--- src/hw/rtl/rigid_body_derived_data_defines.svh ---
// assertion macros shared by the rigid body derived data modules
`ifndef RIGID_BODY_DERIVED_DATA_DEFINES_SVH
`define RIGID_BODY_DERIVED_DATA_DEFINES_SVH

// condition holds in the same cycle as the trigger
`define RBDD_ASSERT_SAME(label, ante, cons) \
	label: assert property (@(posedge clk) disable iff (!arst_n) (ante) |-> (cons)) \
		else $error("rbdd check failed");

// condition holds in the cycle after the trigger
`define RBDD_ASSERT_NEXT(label, ante, cons) \
	label: assert property (@(posedge clk) disable iff (!arst_n) (ante) |=> (cons)) \
		else $error("rbdd check failed");

`endif

--- src/hw/rtl/rbdd_pkg.sv ---
// rbdd_pkg: shared types, widths, codes and fixed-point helpers
`timescale 1ns / 1ps

package rbdd_pkg;

	localparam int FRAC    = 15;
	localparam int RQ_W    = 35;
	localparam int PT_W    = 48;
	localparam int ACC_T_W = 50;
	localparam int T_W     = ACC_T_W - FRAC;
	localparam int PW_W    = 51;
	localparam int ACC_W_W = 53;
	localparam int SH_W_W  = ACC_W_W - FRAC;

	typedef logic signed [15:0] q15_t;
	typedef logic signed [31:0] q16_t;
	typedef logic signed [31:0] qprod_t;
	typedef logic signed [RQ_W-1:0] rq_t;
	typedef logic signed [PT_W-1:0] pt_t;
	typedef logic signed [T_W-1:0] tval_t;
	typedef logic signed [PW_W-1:0] pw_t;

	localparam rq_t  ONE_Q30  = RQ_W'(2 ** 30);
	localparam q15_t Q15_MAX  = 16'sh7FFF;
	localparam q15_t Q15_MIN  = 16'sh8000;
	localparam q16_t Q16_MAX  = 32'sh7FFF_FFFF;
	localparam q16_t Q16_MIN  = 32'sh8000_0000;
	localparam q16_t Q16_ONE  = 32'sh0001_0000;
	localparam q16_t Q16_ZERO = 32'sh0000_0000;

	localparam logic [1:0] ROW_FIRST = 2'd0;
	localparam logic [1:0] ROW_LAST  = 2'd2;

	localparam logic OP_ADD = 1'b0;
	localparam logic OP_SUB = 1'b1;

	typedef enum logic [2:0] {
		REG_XX = 3'd0,
		REG_YY = 3'd1,
		REG_ZZ = 3'd2,
		REG_XY = 3'd3,
		REG_XZ = 3'd4,
		REG_YZ = 3'd5
	} cfg_reg_t;

	typedef struct packed {
		q15_t quat_w;
		q15_t quat_x;
		q15_t quat_y;
		q15_t quat_z;
		q16_t pos_x;
		q16_t pos_y;
		q16_t pos_z;
	} body_t;

	typedef struct packed {
		logic [1:0] row_index;
		q15_t       rot_c0;
		q15_t       rot_c1;
		q15_t       rot_c2;
		q16_t       translation;
		q16_t       world_c0;
		q16_t       world_c1;
		q16_t       world_c2;
		logic       last_row;
	} row_t;

	typedef logic [2:0][15:0] rrow_t;
	typedef logic [2:0][2:0][15:0] rmat_t;
	typedef logic [2:0][31:0] vec3_t;
	typedef logic [2:0][2:0][31:0] imat_t;

	typedef struct packed {
		rmat_t rmat;
		vec3_t pos;
	} rot_item_t;

	typedef struct packed {
		logic [1:0] idx;
		rrow_t      rrow;
		rmat_t      rmat;
		q16_t       trans;
	} row_job_t;

	function automatic qprod_t mul_q(input q15_t a, input q15_t b);
		return 32'(a) * 32'(b);
	endfunction

	// Q.30 value -> Q1.15, add half then floor, saturate
	function automatic q15_t sat_q15(input rq_t v);
		rq_t a;
		logic signed [RQ_W-FRAC-1:0] s;
		a = v + RQ_W'(2 ** (FRAC - 1));
		s = a[RQ_W-1:FRAC];
		if (&s[RQ_W-FRAC-1:15] || ~|s[RQ_W-FRAC-1:15])
			return s[15:0];
		return s[RQ_W-FRAC-1] ? Q15_MIN : Q15_MAX;
	endfunction

	function automatic q15_t rot_diag(input qprod_t pa, input qprod_t pb);
		rq_t a;
		rq_t b;
		a = RQ_W'(pa);
		b = RQ_W'(pb);
		return sat_q15(ONE_Q30 - (a <<< 1) - (b <<< 1));
	endfunction

	function automatic q15_t rot_off(input qprod_t pa, input qprod_t pb, input logic op);
		rq_t a;
		rq_t b;
		a = RQ_W'(pa);
		b = RQ_W'(pb);
		if (op == OP_SUB)
			return sat_q15((a <<< 1) - (b <<< 1));
		return sat_q15((a <<< 1) + (b <<< 1));
	endfunction

	function automatic pt_t mul_rt(input q15_t r, input q16_t b);
		return PT_W'(r) * PT_W'(b);
	endfunction

	// three-term sum in Q.31, rounded to Q.16, kept wide
	function automatic tval_t round_t3(input pt_t p0, input pt_t p1, input pt_t p2);
		logic signed [ACC_T_W-1:0] a;
		a = ACC_T_W'(p0) + ACC_T_W'(p1) + ACC_T_W'(p2) + ACC_T_W'(2 ** (FRAC - 1));
		return a[ACC_T_W-1:FRAC];
	endfunction

	function automatic pw_t mul_tr(input tval_t t, input q15_t r);
		return PW_W'(t) * PW_W'(r);
	endfunction

	// three-term sum in Q.31, rounded to Q16.16 and saturated
	function automatic q16_t sat_w3(input pw_t p0, input pw_t p1, input pw_t p2);
		logic signed [ACC_W_W-1:0] a;
		logic signed [SH_W_W-1:0] s;
		a = ACC_W_W'(p0) + ACC_W_W'(p1) + ACC_W_W'(p2) + ACC_W_W'(2 ** (FRAC - 1));
		s = a[ACC_W_W-1:FRAC];
		if (&s[SH_W_W-1:31] || ~|s[SH_W_W-1:31])
			return s[31:0];
		return s[SH_W_W-1] ? Q16_MIN : Q16_MAX;
	endfunction

endpackage

--- src/hw/rtl/rbdd_seq.sv ---
// rbdd_seq: holds one body's rotation matrix and issues its three rows in turn
`timescale 1ns / 1ps
`include "rigid_body_derived_data_defines.svh"

module rbdd_seq (
	input  logic                clk,
	input  logic                arst_n,
	input  logic                rot_valid,
	output logic                rot_ready,
	input  rbdd_pkg::rot_item_t rot,
	output logic                job_valid,
	input  logic                job_ready,
	output rbdd_pkg::row_job_t  job
);

	rbdd_pkg::rot_item_t item_q;
	logic                valid_q;
	logic [1:0]          idx_q;
	logic                last;

	assign last = (idx_q == rbdd_pkg::ROW_LAST);
	// next body loads as the last row transfers
	assign rot_ready = !valid_q || (job_ready && last);

	always_ff @(posedge clk or negedge arst_n) begin
		if (!arst_n) begin
			valid_q <= 1'b0;
			idx_q   <= rbdd_pkg::ROW_FIRST;
		end else if (rot_valid && rot_ready) begin
			valid_q <= 1'b1;
			idx_q   <= rbdd_pkg::ROW_FIRST;
		end else if (valid_q && job_ready) begin
			if (last)
				valid_q <= 1'b0;
			else
				idx_q <= idx_q + 2'd1;
		end
	end

	always_ff @(posedge clk) begin
		if (rot_valid && rot_ready)
			item_q <= rot;
	end

	assign job_valid = valid_q;
	assign job.idx   = idx_q;
	assign job.rrow  = item_q.rmat[idx_q];
	assign job.rmat  = item_q.rmat;
	assign job.trans = item_q.pos[idx_q];

	`RBDD_ASSERT_NEXT(a_row_step, valid_q && job_ready && !last, valid_q && (idx_q == $past(idx_q) + 2'd1))
	`RBDD_ASSERT_NEXT(a_load_first, rot_valid && rot_ready, valid_q && (idx_q == rbdd_pkg::ROW_FIRST))
	`RBDD_ASSERT_SAME(a_hold_busy, valid_q && !last, !rot_ready)

endmodule

--- config.mk ---
export PLATFORM = sky130hd
export DESIGN_NAME = rbdd_seq
export DESIGN_NICKNAME = d
export VERILOG_FILES = /design/src/hw/rtl/rbdd_pkg.sv /design/src/hw/rtl/rbdd_seq.sv
export VERILOG_INCLUDE_DIRS = /design/src /design/src/hw/rtl
export SDC_FILE = /design/constraint.sdc
export NUM_CORES = 1
export LEC_CHECK = 0
export ABC_AREA = 1
export BUFFER_PORTS_ARGS = -buffer_cell sky130_fd_sc_hd__buf_2
export CELL_PAD_IN_SITES_DETAIL_PLACEMENT = 0
export CELL_PAD_IN_SITES_GLOBAL_PLACEMENT = 1
export CORE_ASPECT_RATIO = 1.4
export CORE_MARGIN = 5
export CORE_UTILIZATION = 33
export DETAILED_ROUTE_END_ITERATION = 6
export GPL_TIMING_DRIVEN = 0
export HOLD_SLACK_MARGIN = 0.05
export PLACE_DENSITY = 0.84
export SETUP_SLACK_MARGIN = 0.05
export SLEW_MARGIN = 40
export SYNTH_ARGS = -nofsm -noshare
export SYNTH_HDL_FRONTEND = slang
export SYNTH_SLANG_ARGS = --single-unit
--- constraint.sdc ---
create_clock -name clk -period 11.1 [get_ports clk]
set_input_delay 1.665 -clock clk [delete_from_list [all_inputs] [get_ports clk]]
set_output_delay 1.665 -clock clk [all_outputs]
set_load 0.005 [all_outputs]
## Word level (Yosys, flattened, before mapping)

Index checks and enable logic that the tools add are counted.

| operators by class | value |
|---|---|
| add/sub/neg operators | 1 |
| multipliers | 0 |
| div/mod/pow operators | 0 |
| $lt $le $gt $ge | 1 |
| eq/ne operators | 2 |
| shift operators | 0 |
| mux-type cells | 10 |
| bitwise gates (word level) | 0 |
| reductions and logical operators | 9 |

Operators with widths:

| cell | number |
|---|---|
| $bmux W48 S2 | 1 |
| $bmux W32 S2 | 1 |
| $mux W48 | 1 |
| $mux W32 | 1 |
| $mux W2 | 3 |
| $reduce_and A2 Y1 | 2 |
| $reduce_bool A2 Y1 | 2 |
| $logic_and A1 B1 Y1 | 3 |
| $lt A2 B3 Y1 const B | 1 |
| $mux W1 | 3 |
| $add A2 B1 Y2 const B | 1 |
| $eq A2 B2 Y1 const B | 1 |
| $ne A2 B1 Y1 const B | 1 |
| $logic_not A1 Y1 | 1 |
| $logic_or A1 B1 Y1 | 1 |

| word-level totals | value |
|---|---|
| bits in registers | 243 |
| latch bits | 0 |
| memory bits (writable) | 0 |
| ROM bits | 0 |
| bits of input ports | 244 |
| output and inout port bits | 228 |
| logic and storage cells | 37 |
| memories | 0 |

## Logic depth before layout (Yosys ltp)

| logic depth | value |
|---|---|
| depth in word-level cells | 6 |
| depth in mapped cells | 11 |
| mapped depth without buffers | 8 |

## Worst setup path before layout

OpenSTA, ideal clock, no wires.

| path | value |
|---|---|
| kind | in2reg |
| start | input port job_ready |
| end | register item_q[0] (netlist bit), enable pin |
| setup time | 0.847 ns |
| arrival | 11.800 ns |
| path slack | -1.546 ns |
| stages on the path | 4 |
| buffers on the path | 0 |
| cells stage by stage | inv_1 > nand2_1 > nand2_1 > nor2_1 |

| on the way | value |
|---|---|
| longest elaborated chain between the ends | 3 |

Ends and longest elaborated chain:

| what | line | RTL |
|---|---|---|
| start: declaration | rbdd_seq.sv:12 | `input logic job_ready,` |
| $logic_and A1 B1 Y1 | rbdd_seq.sv:23 | `assign rot_ready = !valid_q \|\| (job_ready && last);` |
| $logic_or A1 B1 Y1 | rbdd_seq.sv:23 |  |
| $logic_and A1 B1 Y1 | rbdd_seq.sv:41 | `if (rot_valid && rot_ready)` |
| end signal: assignment | rbdd_seq.sv:42 | `item_q <= rot;` |
| end: declaration | rbdd_seq.sv:16 | `rbdd_pkg::rot_item_t item_q;` |

Every way passes these cells.
A chain may end at the register's enable or synchronous reset.

## Worst setup path in the final report

| path | value |
|---|---|
| start | register idx_q[0] |
| end | output port rot_ready |

| on the way | value |
|---|---|
| longest elaborated chain between the ends | 3 |

Ends and longest elaborated chain:

| what | line | RTL |
|---|---|---|
| start: declaration | rbdd_seq.sv:18 | `logic [1:0] idx_q;` |
| start signal: assignment | rbdd_seq.sv:28 | `idx_q <= rbdd_pkg::ROW_FIRST;` |
| start signal: assignment | rbdd_seq.sv:31 | `idx_q <= rbdd_pkg::ROW_FIRST;` |
| start signal: assignment | rbdd_seq.sv:36 | `idx_q <= idx_q + 2'd1;` |
| $eq A2 B2 Y1 | rbdd_seq.sv:21 | `assign last = (idx_q == rbdd_pkg::ROW_LAST);` |
| $logic_and A1 B1 Y1 | rbdd_seq.sv:23 |  |
| $logic_or A1 B1 Y1 | rbdd_seq.sv:23 |  |
| end: declaration | rbdd_seq.sv:9 | `output logic rot_ready,` |

Every way passes these cells.

==> run_summary.xml <==
<?xml version="1.0" encoding="UTF-8"?>
<metrics>
  <group name="die">
    <metric name="dieHeight" unit="um">226</metric>
    <metric name="io-pin-count" unit="">472</metric>
    <metric name="placement_rows" unit="">79</metric>
    <metric name="fp.dieW" unit="um">164</metric>
    <metric name="start_util" unit="">0.333</metric>
    <metric name="core_area" unit="mm2">0.0331</metric>
    <metric name="dieArea" unit="mm2">0.0372</metric>
  </group>
  <group name="clock_network">
    <metric name="cts_num_sinks" unit="">243</metric>
    <metric name="numCtsBuffers" unit="">25</metric>
    <metric name="path_clk_slew" unit="ns">0.07</metric>
    <metric name="tritoncts" unit="">done</metric>
    <metric name="cts_resized" unit="">0</metric>
    <metric name="cts-htree-levels" unit="">1</metric>
    <metric name="ctsLongestPathBuffers" unit="">3</metric>
    <metric name="holdBufCountCts" unit="">0</metric>
    <metric name="insertion_delay_to_the_later_sink_of_the_worst_skew_pair" unit="ns">0.53</metric>
    <metric name="post-cts-setup-buffers" unit="">0</metric>
    <metric name="clockRootBuffer" unit="">sky130_fd_sc_hd__clkbuf_16</metric>
  </group>
  <group name="sta">
    <metric name="timing.final.setup_violations" unit="">0</metric>
    <metric name="final_hold_viol_count" unit="">0</metric>
    <metric name="rsz0062_at_grt" unit="">false</metric>
    <metric name="fin_crit_sh" unit="">0.357</metric>
    <metric name="slew_headroom" unit="">0.803</metric>
    <metric name="fin_setup_tns" unit="ns">0</metric>
    <metric name="transition_at_the_pin_with_the_smallest_max_transition_slack" unit="ns">0.292</metric>
    <metric name="final_period_minus_worst_setup_slack" unit="ns">3.96</metric>
    <metric name="slew_violations" unit="">0</metric>
    <metric name="skew" unit="ns">0.0202</metric>
    <metric name="max_freq" unit="MHz">252</metric>
    <metric name="timing.final.ws_setup" unit="ns">7.14</metric>
  </group>
  <group name="power">
    <metric name="power.static_leakage" unit="uW">0.00652</metric>
    <metric name="p_clk_frac" unit="">0.254</metric>
    <metric name="comb_power_share" unit="">0.395</metric>
    <metric name="power_frac_seq" unit="">0.351</metric>
    <metric name="power.net_switching" unit="uW">1150</metric>
    <metric name="post-layout-total-power" unit="uW">3330</metric>
    <metric name="peakVddDrop" unit="V">0.000158</metric>
    <metric name="switching_share" unit="">0.345</metric>
    <metric name="internal_portion_of_total_power" unit="uW">2190</metric>
    <metric name="power_density" unit="mW/mm2">221</metric>
  </group>
  <group name="logic_synthesis">
    <metric name="yosysMostFrequentCell" unit="">sky130_fd_sc_hd__edfxtp_1</metric>
    <metric name="synth_area" unit="mm2">0.0110</metric>
    <metric name="syn_area_per_cell" unit="um2">13.0</metric>
    <metric name="cell_types_with_the_largest_area_share_after_synthesis" unit="">sky130_fd_sc_hd__edfxtp_1, sky130_fd_sc_hd__buf_4, sky130_fd_sc_hd__nand3_2</metric>
    <metric name="synth.ff_latch_count" unit="">243</metric>
    <metric name="synth.lib_cells_used.distinct" unit="">17</metric>
    <metric name="synth_fp_nets" unit="">1096</metric>
    <metric name="ys.flop_type" unit="">sky130_fd_sc_hd__edfxtp_1</metric>
    <metric name="synth_area_leader_cell" unit="">sky130_fd_sc_hd__edfxtp_1</metric>
    <metric name="synth_seq_area_share" unit="">0.660</metric>
    <metric name="synth-async-reset-ratio" unit="">0.0123</metric>
    <metric name="ys_top_cells_by_count" unit="">sky130_fd_sc_hd__edfxtp_1, sky130_fd_sc_hd__nor2_1, sky130_fd_sc_hd__buf_4, sky130_fd_sc_hd__nand2_1, sky130_fd_sc_hd__nand3_2</metric>
    <metric name="synth_edf_count" unit="">240</metric>
    <metric name="yosys_warnings" unit="">0</metric>
    <metric name="synth_largest_type_area_fraction" unit="">0.654</metric>
    <metric name="synthesis.instances" unit="">851</metric>
  </group>
  <group name="status">
    <metric name="status" unit="">finished, final reports clean</metric>
  </group>
  <group name="final_layout">
    <metric name="layoutNonFillerInstCount" unit="">1829</metric>
    <metric name="final_layout_size_suffix_gt1_frac" unit="">0.572</metric>
    <metric name="synthToLayoutAreaGrowth" unit="%">36.6</metric>
    <metric name="final_core_util" unit="">0.455</metric>
    <metric name="num-nets-final" unit="">1608</metric>
  </group>
  <group name="drt">
    <metric name="drt_pre_antenna_iters" unit="">5</metric>
    <metric name="finalWirelength" unit="mm">34.2</metric>
    <metric name="wl_per_cell" unit="um">18.7</metric>
    <metric name="drc" unit="">0</metric>
    <metric name="dr_total_vias" unit="">8002</metric>
    <metric name="drt_first_iter_violations" unit="">368</metric>
    <metric name="viasPerCell" unit="">4.38</metric>
    <metric name="ant_nets" unit="">0</metric>
  </group>
  <group name="worst_setup_path">
    <metric name="critical-path-top-delay-family" unit="">buffers and inverters</metric>
    <metric name="critical_path_peak_fanout" unit="">10</metric>
    <metric name="slowest_delay" unit="ns">0.36</metric>
    <metric name="required" unit="ns">9.44</metric>
    <metric name="path_cells" unit="">buf_6 -&gt; inv_8 -&gt; buf_12 -&gt; buf_12 -&gt; ha_1 -&gt; inv_1 -&gt; nand2_1 -&gt; nand2_1 -&gt; inv_1 -&gt; buf_2</metric>
    <metric name="crit_slowest_cell" unit="">sky130_fd_sc_hd__dfrtp_1</metric>
    <metric name="worst_setup_path_end_kind" unit="">output pin</metric>
    <metric name="setup.worst_path.class" unit="">register to output pin</metric>
    <metric name="critical_path.n_buffers_inverters" unit="">7</metric>
    <metric name="cp_data_arrival_time" unit="ns">2.30</metric>
    <metric name="worst_setup_start_kind" unit="">register</metric>
  </group>
  <group name="global_routing">
    <metric name="antenna_found_initial" unit="">4</metric>
    <metric name="first_global_vias" unit="">8378</metric>
    <metric name="grt_overflow" unit="">0</metric>
    <metric name="grtUsageTotal" unit="">0.174</metric>
    <metric name="grt_first_pass_wirelength" unit="mm">48.9</metric>
    <metric name="maximum_number_of_pins_on_one_net_before_global_route_repair" unit="">25</metric>
  </group>
  <group name="placement">
    <metric name="place_congestion" unit="">0.848</metric>
    <metric name="numPortBuffers" unit="">471</metric>
    <metric name="dp.final_hpwl" unit="mm">27.0</metric>
    <metric name="dp_worst_setup_slack" unit="ns">7.22</metric>
    <metric name="numPlacedInstances" unit="">1781</metric>
  </group>
  <group name="flow_run">
    <metric name="max_cap_violations" unit="">0</metric>
  </group>
  <group name="min_path">
    <metric name="min-delay-path-class" unit="">register to register</metric>
  </group>
</metrics>
## per-stage QoR
stage / hold WS, ns / instance area (um2)
final: 0.633 / 15100
after global routing: 0.698 / 15100
after floorplan: 0.579 / 11000
after global placement: 0.592 / 13900
after CTS: 0.637 / 15000
after detailed placement: 0.623 / 14200
## power groups by stage
stage / Clock [uW] / Combinational, uW / Sequential (uW)
after floorplan: 0 / 757 / 1200
after global placement: 0 / 1280 / 1220
after detailed placement: 0 / 1330 / 1190
after CTS: 874 / 1340 / 1170
after global routing: 908 / 1450 / 1180
final: 848 / 1320 / 1170
## final timing paths
| kind | start | endpoint | slack [ns] | cells after the start |
|---|---|---|---|---|
| worst max-delay path | idx_q[0]$_DFFE_PN0P_ | rot_ready | 7.14 | 10 |
| worst min-delay path | job_valid$_DFFE_PN0P_ | idx_q[1]$_DFFE_PN0P_ | 0.63 | 2 |
| worst max register to register | idx_q[0]$_DFFE_PN0P_ | job[169]$_DFFE_PP_ | 7.97 | 14 |
| worst min register to register | job_valid$_DFFE_PN0P_ | idx_q[1]$_DFFE_PN0P_ | 0.63 | 2 |
| max in group asynchronous | arst_n | idx_q[0]$_DFFE_PN0P_ | 10.05 | 1 |
| min in group asynchronous | arst_n | idx_q[1]$_DFFE_PN0P_ | 0.92 | 1 |
## layer usage
metal	GRT usage	vias up	wire, um
li1	-	3834	-
met1	0.198	3754	12500
met2	0.319	353	17900
met3	0.0364	61	2730
met4	0.0639	0	1040
met5	0	-	0
## state kept, by name (all words and copies together), names as in the netlist
| signal | flops |
|---|---|
| idx_q | 2 |
| item_q | 96 |
| job | 144 |
| job_valid | 1 |
## placed cells by master, fill, tap and decap left out, types with 4 or more instances in the layout
cell type                   netlist  routed
sky130_fd_sc_hd__buf_2           10     481
sky130_fd_sc_hd__edfxtp_1       240     240
sky130_fd_sc_hd__nor2_1         161     160
sky130_fd_sc_hd__buf_4          147     147
sky130_fd_sc_hd__nand2_1         90      90
sky130_fd_sc_hd__nand3_2         79      79
sky130_fd_sc_hd__o21ai_0         77      77
sky130_fd_sc_hd__clkbuf_16        0      25
sky130_fd_sc_hd__buf_6           17      17
sky130_fd_sc_hd__buf_12           9       9
sky130_fd_sc_hd__buf_8            0       8
sky130_fd_sc_hd__clkinv_1         0       6
sky130_fd_sc_hd__buf_16           0       6
sky130_fd_sc_hd__diode_2          0       5
sky130_fd_sc_hd__clkbuf_2         5       5
sky130_fd_sc_hd__inv_1            5       5
sky130_fd_sc_hd__bufinv_16        0       4
## final cells by class
cell class / instances / area, um2
Antenna cell: 5 / 12.5
Buffer: 188 / 1550
Clock buffer: 27 / 633
Clock inverter: 16 / 180
Fill cell: 3062 / 18100
Inverter: 6 / 30.0
Multi-Input combinational cell: 414 / 2170
Sequential cell: 243 / 7280
Tap cell: 445 / 557
Timing Repair Buffer: 485 / 2640
## cell families (layout without fill, tap and decap cells)
group           count (synthesis)  count (layout)  share of synthesized area
simple gates                  333             333                      0.159
flops                         243             243                      0.660
buf+inv                       194             722                      0.143
compound gates                 80              80                     0.0363
fa+ha+maj                       1               1                    0.00113
other cells                     0               5                          0
## worst register-to-register path: cells and delay by family (launching register included)
family / cells / cell delay [ns]
fa+ha+maj: 1 / 0.16
buf+inv: 10 / 1.86
flops: 1 / 0.39
simple gates: 3 / 0.44
(Power assumes the default switching activity.)
